===== config.mk =====
export PLATFORM = sky130hd
export DESIGN_NAME = i2c_eeprom_transaction_sequencer_unit
export DESIGN_NICKNAME = d
export VERILOG_FILES = /design/src/sv/i2cee_pkg.sv /design/src/sv/i2cee_burst.sv /design/src/sv/i2c_eeprom_transaction_sequencer_unit.sv
export SDC_FILE = /design/constraint.sdc
export NUM_CORES = 2
export LEC_CHECK = 0
export BUFFER_PORTS_ARGS = -buffer_cell sky130_fd_sc_hd__buf_2
export CAP_MARGIN = 25
export CORE_MARGIN = 2
export CORE_UTILIZATION = 40
export DETAILED_ROUTE_END_ITERATION = 6
export GPL_ROUTABILITY_DRIVEN = 0
export HOLD_SLACK_MARGIN = 0.08
export PLACE_DENSITY_LB_ADDON = 0.08
export SLEW_MARGIN = 20
export SYNTH_ARGS = -nofsm -noshare
export SYNTH_HDL_FRONTEND = slang
export SYNTH_SLANG_ARGS = --single-unit
export TNS_END_PERCENT = 5

===== constraint.sdc =====
create_clock -name clk -period 11.5 [get_ports clk]
set_clock_uncertainty 0.05 [all_clocks]
set_input_delay 2.3 -clock clk [delete_from_list [all_inputs] [get_ports clk]]
set_output_delay 2.3 -clock clk [all_outputs]
set_load 0.01 [all_outputs]

===== src/sv/i2cee_pkg.sv =====
// ----------------------------------------------------------------------------
// I2C EEPROM sequencer package
// Operation and bus command codes, the result word type and its builder.
// ----------------------------------------------------------------------------
package i2cee_pkg;

  // input operations
  localparam logic [1:0] OP_LOAD  = 2'd0;
  localparam logic [1:0] OP_START = 2'd1;
  localparam logic [1:0] OP_DONE  = 2'd2;

  // bus commands
  localparam logic [2:0] CMD_START     = 3'd0;
  localparam logic [2:0] CMD_SEND      = 3'd1;
  localparam logic [2:0] CMD_RECV_ACK  = 3'd2;
  localparam logic [2:0] CMD_RECV_NACK = 3'd3;
  localparam logic [2:0] CMD_STOP      = 3'd4;
  localparam logic [2:0] CMD_WAIT      = 3'd5;
  localparam logic [2:0] CMD_DONE      = 3'd6;

  // clears the read bit of the control byte
  localparam logic [7:0] CTRL_WR_MASK = 8'hfe;

  // most result words one input word can cause
  localparam int unsigned MAX_RES = 3;

  typedef struct packed {
    logic [2:0] cmd;
    logic [7:0] tx;
    logic [7:0] data;
    logic       dvalid;
    logic       status;
    logic       last;
  } res_t;

  function automatic res_t mk_res(input logic [2:0] cmd, input logic [7:0] tx,
                                  input logic [7:0] data, input logic dvalid,
                                  input logic status);
    res_t r;
    r.cmd    = cmd;
    r.tx     = tx;
    r.data   = data;
    r.dvalid = dvalid;
    r.status = status;
    r.last   = 1'b0;
    return r;
  endfunction

endpackage


===== src/sv/i2cee_burst.sv =====
// ----------------------------------------------------------------------------
// I2C EEPROM sequencer result stage
// Holds up to three result words of one input word and hands them out in
// order; takes a new group when empty or as the last held word leaves.
// ----------------------------------------------------------------------------
module i2cee_burst import i2cee_pkg::*; (
  input  logic                clk,
  input  logic                rst_n,
  input  logic                load,
  input  logic [1:0]          load_cnt,
  input  res_t [MAX_RES-1:0]  load_ent,
  input  logic                out_stall,
  output logic                ready,
  output logic                out_valid,
  output res_t                out_ent
);

  logic [1:0]         cnt_r;
  res_t [MAX_RES-1:0] ent_r;
  logic               pop;

  assign pop       = (cnt_r != 2'd0) && !out_stall;
  assign ready     = (cnt_r == 2'd0) || ((cnt_r == 2'd1) && pop);
  assign out_valid = (cnt_r != 2'd0);
  assign out_ent   = ent_r[0];

  always_ff @(posedge clk) begin
    if (!rst_n) begin
      cnt_r <= 2'd0;
    end else if (load) begin
      cnt_r <= load_cnt;
    end else if (pop) begin
      cnt_r <= cnt_r - 2'd1;
    end
  end

  // shift toward the head on each pop
  always_ff @(posedge clk) begin
    if (load) begin
      ent_r <= load_ent;
    end else if (pop) begin
      ent_r[0] <= ent_r[1];
      ent_r[1] <= ent_r[2];
    end
  end

endmodule


===== src/sv/i2c_eeprom_transaction_sequencer_unit.sv =====
// ----------------------------------------------------------------------------
// I2C EEPROM transaction sequencer
// Byte-level master sequencer for serial EEPROM random read and write.
// ----------------------------------------------------------------------------
// Usage: preload write data with load words, then send a start word carrying
// control byte, memory address and count. The block answers with bus commands
// (start, send, receive with ack or nack, stop, write wait, done); feed back a
// completion word after every send or receive command with the ack and the
// received byte. Rate: one input word per clock. A word goes into an input
// register, the sequencer decodes it combinationally against the held
// transaction state and drops up to three result words into the result
// stage; the next word is taken in the same edge as long as the result stage
// can take its group, so the output side sets the pace when words cause
// several results. The write buffer is a memory with one write port and a
// registered read port; the next data byte is prefetched from it every cycle,
// so a send after a completion need not wait for the buffer read. The buffer
// has no reset: reading entries that were never loaded gives unspecified data.
// wide_address resets to 1 (two address bytes).
// ----------------------------------------------------------------------------
module i2c_eeprom_transaction_sequencer_unit import i2cee_pkg::*; #(
  parameter int unsigned MAX_ATTEMPTS = 8,
  parameter int unsigned BUFFER_DEPTH = 256
) (
  input  logic        clk,
  input  logic        rst_n,
  // input words
  input  logic        in_valid,
  output logic        in_stall,
  input  logic [1:0]  in_operation,
  input  logic [7:0]  in_control_byte,
  input  logic [15:0] in_mem_address,
  input  logic [7:0]  in_byte_count,
  input  logic [7:0]  in_write_byte,
  input  logic        in_ack_received,
  input  logic [7:0]  in_read_byte,
  // result words
  output logic        out_valid,
  input  logic        out_stall,
  output logic [2:0]  out_bus_command,
  output logic [7:0]  out_tx_byte,
  output logic [7:0]  out_data_out,
  output logic        out_data_valid,
  output logic        out_status,
  output logic        out_last,
  // configuration
  input  logic        cfg_valid,
  output logic        cfg_ready,
  input  logic        cfg_wide_address
);

  localparam int unsigned AW = (BUFFER_DEPTH > 1) ? $clog2(BUFFER_DEPTH) : 1;

  typedef enum logic [2:0] {
    PH_IDLE, PH_CTRL_W, PH_ADDR_HI, PH_ADDR_LO,
    PH_DATA_W, PH_CTRL_R, PH_RECV, PH_RECV_LAST
  } phase_t;

  // buffer pointer follows byte_index modulo the depth; it restarts with
  // byte_index when that wraps past 255
  function automatic logic [AW-1:0] ptr_inc(input logic [7:0] bi,
                                            input logic [AW-1:0] p);
    logic [AW-1:0] q;
    if ((bi == 8'hff) || (p == AW'(BUFFER_DEPTH - 1))) begin
      q = '0;
    end else begin
      q = p + 1'b1;
    end
    return q;
  endfunction

  // input register
  logic        in_vld_r;
  logic [1:0]  op_r;
  logic [7:0]  ctrl_in_r;
  logic [15:0] addr_in_r;
  logic [7:0]  cnt_in_r;
  logic [7:0]  wbyte_r;
  logic        ack_r;
  logic [7:0]  rbyte_r;

  // transaction state
  phase_t      phase_r,  phase_nxt;
  logic [3:0]  att_r,    att_nxt;
  logic [7:0]  bi_r,     bi_nxt;
  logic [AW-1:0] ptr_r,  ptr_nxt;
  logic [7:0]  cnt_r,    cnt_nxt;
  logic [7:0]  ctrl_r,   ctrl_nxt;
  logic [15:0] addr_r,   addr_nxt;
  logic        wide_r;

  // write buffer
  logic [7:0]    wbuf_mem [BUFFER_DEPTH];
  logic [7:0]    wbuf_rd_r;
  logic [AW-1:0] rd_addr;
  logic          mem_we;

  // decode results
  res_t [MAX_RES-1:0] res;
  logic [1:0]  res_n;
  logic        fin, fin_st, fin_dv;
  logic [7:0]  fin_data;
  logic        beg;
  logic [7:0]  bi_inc;
  logic [8:0]  bi_inc2;
  logic        proc;
  logic        burst_rdy;
  logic        burst_vld;
  res_t        burst_ent;

  assign cfg_ready = 1'b1;
  assign bi_inc    = bi_r + 8'd1;
  assign bi_inc2   = {1'b0, bi_inc} + 9'd1;

  // take the held word once its result group fits
  assign proc     = in_vld_r && ((res_n == 2'd0) || burst_rdy);
  assign in_stall = in_vld_r && !proc;

  always_comb begin
    phase_nxt = phase_r;
    att_nxt   = att_r;
    bi_nxt    = bi_r;
    ptr_nxt   = ptr_r;
    cnt_nxt   = cnt_r;
    ctrl_nxt  = ctrl_r;
    addr_nxt  = addr_r;
    mem_we    = 1'b0;
    fin       = 1'b0;
    fin_st    = 1'b0;
    fin_dv    = 1'b0;
    fin_data  = 8'd0;
    beg       = 1'b0;
    res_n     = 2'd0;
    for (int k = 0; k < MAX_RES; k++) begin
      res[k] = '0;
    end

    unique case (op_r)
      OP_LOAD: begin
        if (phase_r == PH_IDLE) begin
          mem_we  = 1'b1;
          bi_nxt  = bi_inc;
          ptr_nxt = ptr_inc(bi_r, ptr_r);
        end
      end
      OP_START: begin
        if (phase_r == PH_IDLE) begin
          ctrl_nxt = ctrl_in_r;
          addr_nxt = addr_in_r;
          // a read of zero bytes still reads one
          cnt_nxt  = (ctrl_in_r[0] && (cnt_in_r == 8'd0)) ? 8'd1 : cnt_in_r;
          att_nxt  = 4'(MAX_ATTEMPTS);
          beg      = 1'b1;
        end
      end
      OP_DONE: begin
        case (phase_r)
          PH_IDLE: begin
          end
          PH_RECV: begin
            // advance the index, and the pointer with it, so later loads land
            // where byte_index points
            bi_nxt  = bi_inc;
            ptr_nxt = ptr_inc(bi_r, ptr_r);
            if (bi_inc2 >= {1'b0, cnt_r}) begin
              phase_nxt = PH_RECV_LAST;
              res[0]    = mk_res(CMD_RECV_NACK, 8'd0, rbyte_r, 1'b1, 1'b0);
            end else begin
              res[0]    = mk_res(CMD_RECV_ACK, 8'd0, rbyte_r, 1'b1, 1'b0);
            end
            res_n = 2'd1;
          end
          PH_RECV_LAST: begin
            fin      = 1'b1;
            fin_data = rbyte_r;
            fin_dv   = 1'b1;
          end
          default: begin
            if (!ack_r) begin
              // nack: retry with a fresh start while attempts remain
              att_nxt = att_r - 4'd1;
              if (att_r != 4'd1) begin
                beg = 1'b1;
              end else begin
                fin    = 1'b1;
                fin_st = 1'b1;
              end
            end else begin
              case (phase_r)
                PH_CTRL_W: begin
                  if (wide_r) begin
                    phase_nxt = PH_ADDR_HI;
                    res[0] = mk_res(CMD_SEND, addr_r[15:8], 8'd0, 1'b0, 1'b0);
                  end else begin
                    phase_nxt = PH_ADDR_LO;
                    res[0] = mk_res(CMD_SEND, addr_r[7:0], 8'd0, 1'b0, 1'b0);
                  end
                  res_n = 2'd1;
                end
                PH_ADDR_HI: begin
                  phase_nxt = PH_ADDR_LO;
                  res[0] = mk_res(CMD_SEND, addr_r[7:0], 8'd0, 1'b0, 1'b0);
                  res_n  = 2'd1;
                end
                PH_ADDR_LO: begin
                  if (!ctrl_r[0]) begin
                    if (cnt_r == 8'd0) begin
                      fin = 1'b1;
                    end else begin
                      // byte_index is already zero here; prefetch holds entry 0
                      phase_nxt = PH_DATA_W;
                      bi_nxt    = 8'd0;
                      ptr_nxt   = '0;
                      res[0] = mk_res(CMD_SEND, wbuf_rd_r, 8'd0, 1'b0, 1'b0);
                      res_n  = 2'd1;
                    end
                  end else begin
                    // repeated start, then the full control byte
                    phase_nxt = PH_CTRL_R;
                    res[0] = mk_res(CMD_START, 8'd0, 8'd0, 1'b0, 1'b0);
                    res[1] = mk_res(CMD_SEND, ctrl_r, 8'd0, 1'b0, 1'b0);
                    res_n  = 2'd2;
                  end
                end
                PH_DATA_W: begin
                  bi_nxt  = bi_inc;
                  ptr_nxt = ptr_inc(bi_r, ptr_r);
                  if (bi_inc >= cnt_r) begin
                    fin = 1'b1;
                  end else begin
                    res[0] = mk_res(CMD_SEND, wbuf_rd_r, 8'd0, 1'b0, 1'b0);
                    res_n  = 2'd1;
                  end
                end
                PH_CTRL_R: begin
                  bi_nxt  = 8'd0;
                  ptr_nxt = '0;
                  if (cnt_r <= 8'd1) begin
                    phase_nxt = PH_RECV_LAST;
                    res[0] = mk_res(CMD_RECV_NACK, 8'd0, 8'd0, 1'b0, 1'b0);
                  end else begin
                    phase_nxt = PH_RECV;
                    res[0] = mk_res(CMD_RECV_ACK, 8'd0, 8'd0, 1'b0, 1'b0);
                  end
                  res_n = 2'd1;
                end
                default: begin
                  phase_nxt = PH_IDLE;
                end
              endcase
            end
          end
        endcase
      end
      default: begin
      end
    endcase

    // start of an attempt: start plus control byte with the read bit cleared
    if (beg) begin
      phase_nxt = PH_CTRL_W;
      bi_nxt    = 8'd0;
      ptr_nxt   = '0;
      res[0] = mk_res(CMD_START, 8'd0, 8'd0, 1'b0, 1'b0);
      res[1] = mk_res(CMD_SEND, ctrl_nxt & CTRL_WR_MASK, 8'd0, 1'b0, 1'b0);
      res_n  = 2'd2;
    end

    // end of transaction: stop, write wait after writes, done
    if (fin) begin
      phase_nxt = PH_IDLE;
      res[0] = mk_res(CMD_STOP, 8'd0, fin_data, fin_dv, 1'b0);
      if (!ctrl_r[0]) begin
        res[1] = mk_res(CMD_WAIT, 8'd0, 8'd0, 1'b0, 1'b0);
        res[2] = mk_res(CMD_DONE, 8'd0, 8'd0, 1'b0, fin_st);
        res_n  = 2'd3;
      end else begin
        res[1] = mk_res(CMD_DONE, 8'd0, 8'd0, 1'b0, fin_st);
        res_n  = 2'd2;
      end
    end

    for (int k = 0; k < MAX_RES; k++) begin
      res[k].last = (2'(k + 1) == res_n);
    end
  end

  // input register: refill as the held word is taken
  always_ff @(posedge clk) begin
    if (!rst_n) begin
      in_vld_r <= 1'b0;
    end else if (!in_stall) begin
      in_vld_r <= in_valid;
    end
  end

  always_ff @(posedge clk) begin
    if (in_valid && !in_stall) begin
      op_r      <= in_operation;
      ctrl_in_r <= in_control_byte;
      addr_in_r <= in_mem_address;
      cnt_in_r  <= in_byte_count;
      wbyte_r   <= in_write_byte;
      ack_r     <= in_ack_received;
      rbyte_r   <= in_read_byte;
    end
  end

  // sequencer state
  always_ff @(posedge clk) begin
    if (!rst_n) begin
      phase_r <= PH_IDLE;
      att_r   <= 4'd0;
      bi_r    <= 8'd0;
      ptr_r   <= '0;
      cnt_r   <= 8'd0;
      ctrl_r  <= 8'd0;
      addr_r  <= 16'd0;
      wide_r  <= 1'b1;
    end else begin
      if (proc) begin
        phase_r <= phase_nxt;
        att_r   <= att_nxt;
        bi_r    <= bi_nxt;
        ptr_r   <= ptr_nxt;
        cnt_r   <= cnt_nxt;
        ctrl_r  <= ctrl_nxt;
        addr_r  <= addr_nxt;
      end
      if (cfg_valid && cfg_ready) begin
        wide_r <= cfg_wide_address;
      end
    end
  end

  // prefetch the byte the next send will need: entry byte_index + 1 while
  // sending data, entry byte_index (zero) before the first data byte
  always_comb begin
    if (proc) begin
      rd_addr = (phase_nxt == PH_DATA_W) ? ptr_inc(bi_nxt, ptr_nxt) : ptr_nxt;
    end else begin
      rd_addr = (phase_r == PH_DATA_W) ? ptr_inc(bi_r, ptr_r) : ptr_r;
    end
  end

  always_ff @(posedge clk) begin
    if (proc && mem_we) begin
      wbuf_mem[ptr_r] <= wbyte_r;
    end
  end

  always_ff @(posedge clk) begin
    wbuf_rd_r <= wbuf_mem[rd_addr];
  end

  i2cee_burst u_burst (
    .clk       (clk),
    .rst_n     (rst_n),
    .load      (proc && (res_n != 2'd0)),
    .load_cnt  (res_n),
    .load_ent  (res),
    .out_stall (out_stall),
    .ready     (burst_rdy),
    .out_valid (burst_vld),
    .out_ent   (burst_ent)
  );

  assign out_valid       = burst_vld;
  assign out_bus_command = burst_ent.cmd;
  assign out_tx_byte     = burst_ent.tx;
  assign out_data_out    = burst_ent.data;
  assign out_data_valid  = burst_ent.dvalid;
  assign out_status      = burst_ent.status;
  assign out_last        = burst_ent.last;

`ifndef NO_ASSERTIONS
  // a busy transaction always has an attempt in hand
  a_att_busy: assert property (@(posedge clk) disable iff (!rst_n)
    (phase_r != PH_IDLE) |-> (att_r != 4'd0))
    else $error("busy with no attempts left");

  // a held input word is never dropped while it waits
  a_in_hold: assert property (@(posedge clk) disable iff (!rst_n)
    (in_vld_r && !proc) |=> in_vld_r)
    else $error("held input word lost");

  // receive phases belong to read transactions only
  a_recv_rd: assert property (@(posedge clk) disable iff (!rst_n)
    ((phase_r == PH_RECV) || (phase_r == PH_RECV_LAST)) |-> ctrl_r[0])
    else $error("receive phase in a write transaction");

  // data sends belong to nonempty write transactions only
  a_data_wr: assert property (@(posedge clk) disable iff (!rst_n)
    (phase_r == PH_DATA_W) |-> (!ctrl_r[0] && (cnt_r != 8'd0)))
    else $error("data phase outside a nonempty write");
`endif

endmodule

Word-level counts from Yosys, hierarchy flattened
Memory sizes are Yosys's and may differ from the RTL's. A register that Yosys moved wholly into a read port is not among the register bits.
Index checks and enable logic that the tools add are counted.
- word-level logic and storage cells: 194
- output and inout port bits: 25
- memories: 1
- bits in registers: 176
- RAM bits: 2048
- memory list (memory ; depth ; width ; rd ports ; clocked after Yosys merged registers in ; wr ports ; RTL line ; RTL):
    wbuf_mem ; 256 ; 8 ; 1 ; 1 ; 1 ; i2c_eeprom_transaction_sequencer_unit.sv:92 ; logic [7:0] wbuf_mem [BUFFER_DEPTH];
- order comparisons: 3
- multiplexer cells: 93
- add/subtract/negate cells: 6
- reductions and logical operators: 32
- equal/unequal tests: 22
- bitwise logic cells: 1
- operators with widths (kind ; count):
    44-bit 2-to-1 mux ; 6
    8-bit 2-to-1 mux ; 20
    20-bit 2-to-1 mux ; 6
    22-bit case mux with 5 select lines ; 1
    22-bit 2-to-1 mux ; 3
    8-bit case mux with 2 select lines ; 4
    8-bit case mux with 3 select lines ; 2
    22-bit case mux with 2 select lines ; 1
    8-bit == test, second input constant ; 4
    8-bit by 1-bit adder with 8-bit output, second input constant ; 3
    1-bit 2-to-1 mux ; 23
    21-bit 2-to-1 mux ; 1
    3-bit 2-to-1 mux ; 7
    19-bit 2-to-1 mux ; 1
    8-bit zero test ; 2
    3-bit == test, second input constant ; 5
    3-bit case mux with 5 select lines ; 1
    2-bit 2-to-1 mux ; 7
    4-bit 2-to-1 mux ; 3
    8-bit by 1-bit adder with 9-bit output, second input constant ; 1
    9-bit by 8-bit >= comparator with 1-bit output ; 1
    8-bit >= comparator ; 1
    8-bit by 1-bit less-or-equal comparator with 1-bit output, second input constant ; 1
    1-bit logical AND ; 8
    other kinds (25) ; 45

Longest topological paths before layout
- depth in word-level cells: 16
- depth in mapped cells: 30
- depth with buffers taken out: 23

By module
From an unflattened synthesis, not the netlist that was laid out.
- cells, all modules: 6852
- area, all modules: 91940.7 um2
- by module, submodules not included (module ; area each (um2) ; cells an instance ; instances):
    i2c_eeprom_transaction_sequencer_unit ; 89118.0 ; 6696 ; 1
    i2cee_burst ; 2822.7 ; 156 ; 1

Least setup slack after synthesis
No wires, ideal clock.
- kind: register -> register
- start point: reg bi_r[1]
- end point: reg ack_r, enable pin
- path slack: 5.864 ns
- stages on the path, launching flop included: 13
- required time: 10.985 ns
- period minus slack after synthesis: 5.636 ns
- data arrival time: 5.121 ns
- path through: dfxtp_1 -> ha_1 -> and4_1 -> a31oi_1 -> or2_2 -> ha_1 -> a211o_1 -> a21oi_1 -> a211oi_1 -> o21a_4 -> o311ai_4 -> nor2_1 -> nor2b_1
- cells in the longest elaborated chain, start to end: 16
- RTL lines (what ; RTL line ; RTL):
    start, declared ; i2c_eeprom_transaction_sequencer_unit.sv:84 ; logic [7:0] bi_r, bi_nxt;
    start signal, assigned ; i2c_eeprom_transaction_sequencer_unit.sv:323 ; bi_r <= bi_nxt;
    8-bit by 1-bit adder with 8-bit output * ; i2c_eeprom_transaction_sequencer_unit.sv:111 ; assign bi_inc = bi_r + 8'd1;
    8-bit >= comparator * ; i2c_eeprom_transaction_sequencer_unit.sv:227 ; if (bi_inc >= cnt_r) begin
    1-bit 2-to-1 mux ; i2c_eeprom_transaction_sequencer_unit.sv:227 ;
    2-bit case mux with 3 select lines ; i2c_eeprom_transaction_sequencer_unit.sv:188 ; case (phase_r)
    2-bit 2-to-1 mux ; i2c_eeprom_transaction_sequencer_unit.sv:178 ; if (!ack_r) begin
    2-bit case mux with 2 select lines ; i2c_eeprom_transaction_sequencer_unit.sv:156 ; case (phase_r)
    2-bit 2-to-1 mux ; i2c_eeprom_transaction_sequencer_unit.sv:137 ; unique case (op_r)
    2-bit 2-to-1 mux ; i2c_eeprom_transaction_sequencer_unit.sv:259 ; if (beg) begin
    2-bit 2-to-1 mux * ; i2c_eeprom_transaction_sequencer_unit.sv:269 ; if (fin) begin
    2-bit zero test * ; i2c_eeprom_transaction_sequencer_unit.sv:115 ; assign proc = in_vld_r && ((res_n == 2'd0) || burst_rdy);
    1-bit logical OR * ; i2c_eeprom_transaction_sequencer_unit.sv:115 ;
    1-bit logical AND * ; i2c_eeprom_transaction_sequencer_unit.sv:115 ;
    1-bit zero test * ; i2c_eeprom_transaction_sequencer_unit.sv:116 ; assign in_stall = in_vld_r && !proc;
    1-bit logical AND * ; i2c_eeprom_transaction_sequencer_unit.sv:116 ;
    net in_stall ; i2c_eeprom_transaction_sequencer_unit.sv:28 ; output logic in_stall,
    1-bit zero test * ; i2c_eeprom_transaction_sequencer_unit.sv:297 ; if (in_valid && !in_stall) begin
    1-bit logical AND * ; i2c_eeprom_transaction_sequencer_unit.sv:297 ;
    end signal, assigned ; i2c_eeprom_transaction_sequencer_unit.sv:303 ; ack_r <= in_ack_received;
    end, declared ; i2c_eeprom_transaction_sequencer_unit.sv:78 ; logic ack_r;
Mark *: on every way through the listed nets, which the timed path passes. The rest lies on a longest branch.
A chain may end at the register's enable or synchronous reset.

Worst setup path in the final report
- start point: reg bi_r[0]
- end point: reg wbuf_rd_r[6], read port of wbuf_mem
- cells in the longest elaborated chain, start to end: 13
- RTL lines (what ; RTL line ; RTL):
    branches (longest 12 deep; another with 8-bit by 1-bit adder with 9-bit output) ; -- ;
    8-bit 2-to-1 mux * ; i2c_eeprom_transaction_sequencer_unit.sv:338 ; if (proc) begin
    end, declared ; i2c_eeprom_transaction_sequencer_unit.sv:93 ; logic [7:0] wbuf_rd_r;
Mark *: on every way between the ends.

==> reports/qor.csv <==
metric,value,unit
cts_inserted_buffers,232,
first_pass_iters,6,
portBuffers,80,
post-route-util,44.9,%
seq_area,65500,µm²
core-area,222000,µm²
grt_pass1_wl,388000,µm
crit_type,reg -> reg,
worst_slew_pin_slew,1.22,ns
leakage,0.0331,µW
fin_nets,5667,
clk_pin_slew_worst_paths,0.06,ns
critPathCaptureType,flip-flop,
max_freq,116,MHz
grt_pass1_vias,50100,
rsz0062_at_grt,false,
drt_iter0_drc,5327,
fillers,19500,
start_kind,flip-flop,
syn2layout_area_growth,11.8,%
arrival,9.36,ns
ys_top_cells_by_area,"edfxtp_1 (72%), mux4_2 (6.5%), mux2i_1 (3.6%)",
synth_area,89400,µm²
crit_top_cell,a21oi_1,
path_max_fanout,53,
io_pins,82,
rows,173,
drc_errors,0,
fin_crit,8.65,ns
grt_max_degree,200,
grt_antenna_before_repair,14,
p_per_area,168,nW/µm²
maxCapViolations,0,
critPathMaxStageDelay,0.77,ns
synth-async-reset-ratio,0,%
finalSetupViolations,0,
postCtsSetupBuffers,0,
worstHoldStart,addr_r[14]$_SDFFE_PN0P_,
yosys.area.top_type,edfxtp_1,
slew_headroom,18.9,%
overflow,0,
yosysUniqueCellTypes,94,
path_cells,ha_1 -> nand3_1 -> xnor2_1 -> ha_1 -> a21o_1 -> a21oi_1 -> a211oi_1 -> o21a_4 -> o311ai_4 -> nand2_1 -> buf_4 -> nand2_1 -> o221ai_4 -> nand2_4 -> buf_12 -> buf_4 -> a21oi_1 -> nor3_1 -> a21oi_1 -> o221ai_1 -> nor4_2 -> a311o_1,
rr_startpoint,bi_r[0]$_SDFFE_PN0N_,
finalMaxSlewViolations,0,
postRouteAntennaNets,0,
root_buffer,clkbuf_16,
synth_top_area_share,71.8,%
clock_latency,0.88,ns
cts_tree,done,
h-tree-depth,4,
ys_seq_area_share,73.3,%
synth_edf_count,2137,
startpoint,bi_r[0]$_SDFFE_PN0N_,
grt_util_all_layers,23.6,%
drive_gt1_share,14.8,%
holdBufCountCts,0,
die_area,227000,µm²
fp.dieH,477,µm
hold_viol,0,
vias,51200,
clock_path_buffers,3,
drt-total-wl,273000,µm
wl_per_cell,31.2,µm
status,finished clean,
period_share,75.2,%
multiInputGateArea,21700,µm²
avgSynthCellArea,16.2,µm²
min_path_type,reg -> reg,
syn_inst,5518,
cp.required,12.21,ns
slowest_stage,o221ai_1,
ys.flop_type,edfxtp_1,
cts_resized,0,
clock_sinks,2204,
yosysWarnings,0,
ir_worst_vdd,0.000141,V
yosys_register_bits,2204,
hpwl,161000,µm
die_w,477,µm
syn_nets,5606,
setup_tns,0,ns
start_util,40.2,%
via_per_inst,5.85,
power by group:
group / switching (µW) / internal [µW] / leakage, µW / total (µW)
Clock: 3200 / 3980 / 0.00351 / 7170
Combinational: 531 / 226 / 0.00980 / 757
Sequential: 30.1 / 8850 / 0.0198 / 8880
Total: 3760 / 13000 / 0.0331 / 16800
area by class of cell:
class / count / share of cell area (%)
clock inverters: 151 / 1.21
inverters: 34 / 0.128
multi-input cells: 2903 / 21.7
repair buffers: 204 / 1.63
diodes: 5 / 0.0125
well taps: 2975 / 3.73
flip-flops and latches: 2204 / 65.6
clock buffers: 277 / 6.00
through the flow:
| step | power, µW | setup slack, ns | hold WS, ns | std cells | area [µm²] |
|---|---|---|---|---|---|
| 3_5_place_dp | 9810 | 2.90 | 0.400 | 8317 | 92600 |
| 3_3_place_gp | 9800 | 2.78 | 0.392 | 8310 | 92600 |
| 4_1_cts | 16900 | 2.87 | 0.408 | 8745 | 99800 |
| 6_report | 16800 | 2.85 | 0.406 | 8753 | 99900 |
| 5_1_grt | 17300 | 2.57 | 0.422 | 8749 | 99900 |
| 2_1_floorplan | 9540 | 5.86 | 0.383 | 5518 | 89400 |
registers in the layout, indices dropped and copies added (netlist names), 16 cells and up:
name and cells:
wbuf_mem 2048, u_burst.ent_r 16, u_burst.out_ent 22, addr_in_r 16, addr_r 16
layout by cell type, fill, tap and decap left out, types with 29 or more instances in the layout:
master     Yosys  layout
edfxtp_1    2137    2137
nand2_1      589     573
a21oi_1      401     400
nor2_1       377     375
mux2i_1      322     321
mux4_2       258     258
clkbuf_16      0     233
o221ai_1     105     105
nor3_1       100      99
buf_4         54      97
o21ai_0       97      94
nand3_1       92      88
buf_2         77      81
clkinv_1       0      74
o22ai_1       68      68
dfxtp_1       67      67
clkbuf_1     166      44
clkinv_2       0      44
a31oi_1       39      38
inv_1         33      33
a22oi_1       33      33
ha_1          31      31
o211ai_1      29      29
routing by layer:
| layer | share of wire (%) | up-vias | track usage [%] |
|---|---|---|---|
| li1 | - | 21800 | - |
| met1 | 44 | 27100 | 33.9 |
| met2 | 47 | 1871 | 37.9 |
| met3 | 5.9 | 385 | 3.40 |
| met4 | 2.7 | 6 | 6.31 |
| met5 | 0.015 | - | 0 |
critical path, delay by kind of cell, from the launching register on:
| family | cells | cell delay, ns |
|---|---|---|
| buf+inv | 3 | 1.24 |
| flops | 1 | 0.60 |
| simple gates | 6 | 2.15 |
| fa+ha+maj | 2 | 0.76 |
| compound gates | 10 | 3.02 |
| xor+xnor | 1 | 0.48 |
final timing paths:
| path | to | slack (ns) | depth (start not counted) |
|---|---|---|---|
| setup / recovery | wbuf_rd_r[6]$_DFF_P_ | 2.85 | 22 |
| hold / removal | addr_r[14]$_SDFFE_PN0P_ | 0.41 | 2 |
| hold reg to reg | addr_r[14]$_SDFFE_PN0P_ | 0.41 | 2 |
| setup reg to reg | wbuf_rd_r[6]$_DFF_P_ | 2.85 | 22 |
cells in the mapped netlist (8+ instances only):
master	instances
nor4_1	21
mux4_2	258
a211oi_1	8
nor2b_1	16
buf_12	12
nor2_1	377
a2111oi_0	12
o32ai_1	9
o21a_1	9
nand4_1	23
or4_1	9
dfxtp_1	67
ha_1	31
nand2b_1	12
a31oi_1	39
or3_1	15
o31ai_1	9
o21ai_1	11
mux2i_1	322
o21ai_0	97
clkbuf_1	166
and2_1	24
nor3_1	100
o221ai_1	105
nand2_1	589
o22ai_1	68
o211ai_1	29
inv_1	33
a21oi_1	401
o221a_2	14
a21boi_0	10
nand3_1	92
buf_6	43
xnor2_1	9
and3_1	14
buf_4	54
edfxtp_1	2137
buf_2	77
buf_1	20
a22oi_1	33
a22o_1	13
cells by family (layout without fill, tap and decap cells):
family                     after synthesis  count (layout)  share of synthesized area [%]
adders and majority gates               31              31                          0.434
buffers and inverters                  411             666                           2.70
and+or+nand+nor                       1317            1317                           6.34
muxes                                  584             584                           10.2
other                                    1               6                        0.00420
DFF                                   2204            2204                           73.3
xor gates and xnor gates                12              12                          0.118
AOI/OAI and AO/OA                      958             958                           6.96
Note: power is estimated with default switching activity, not from simulation.
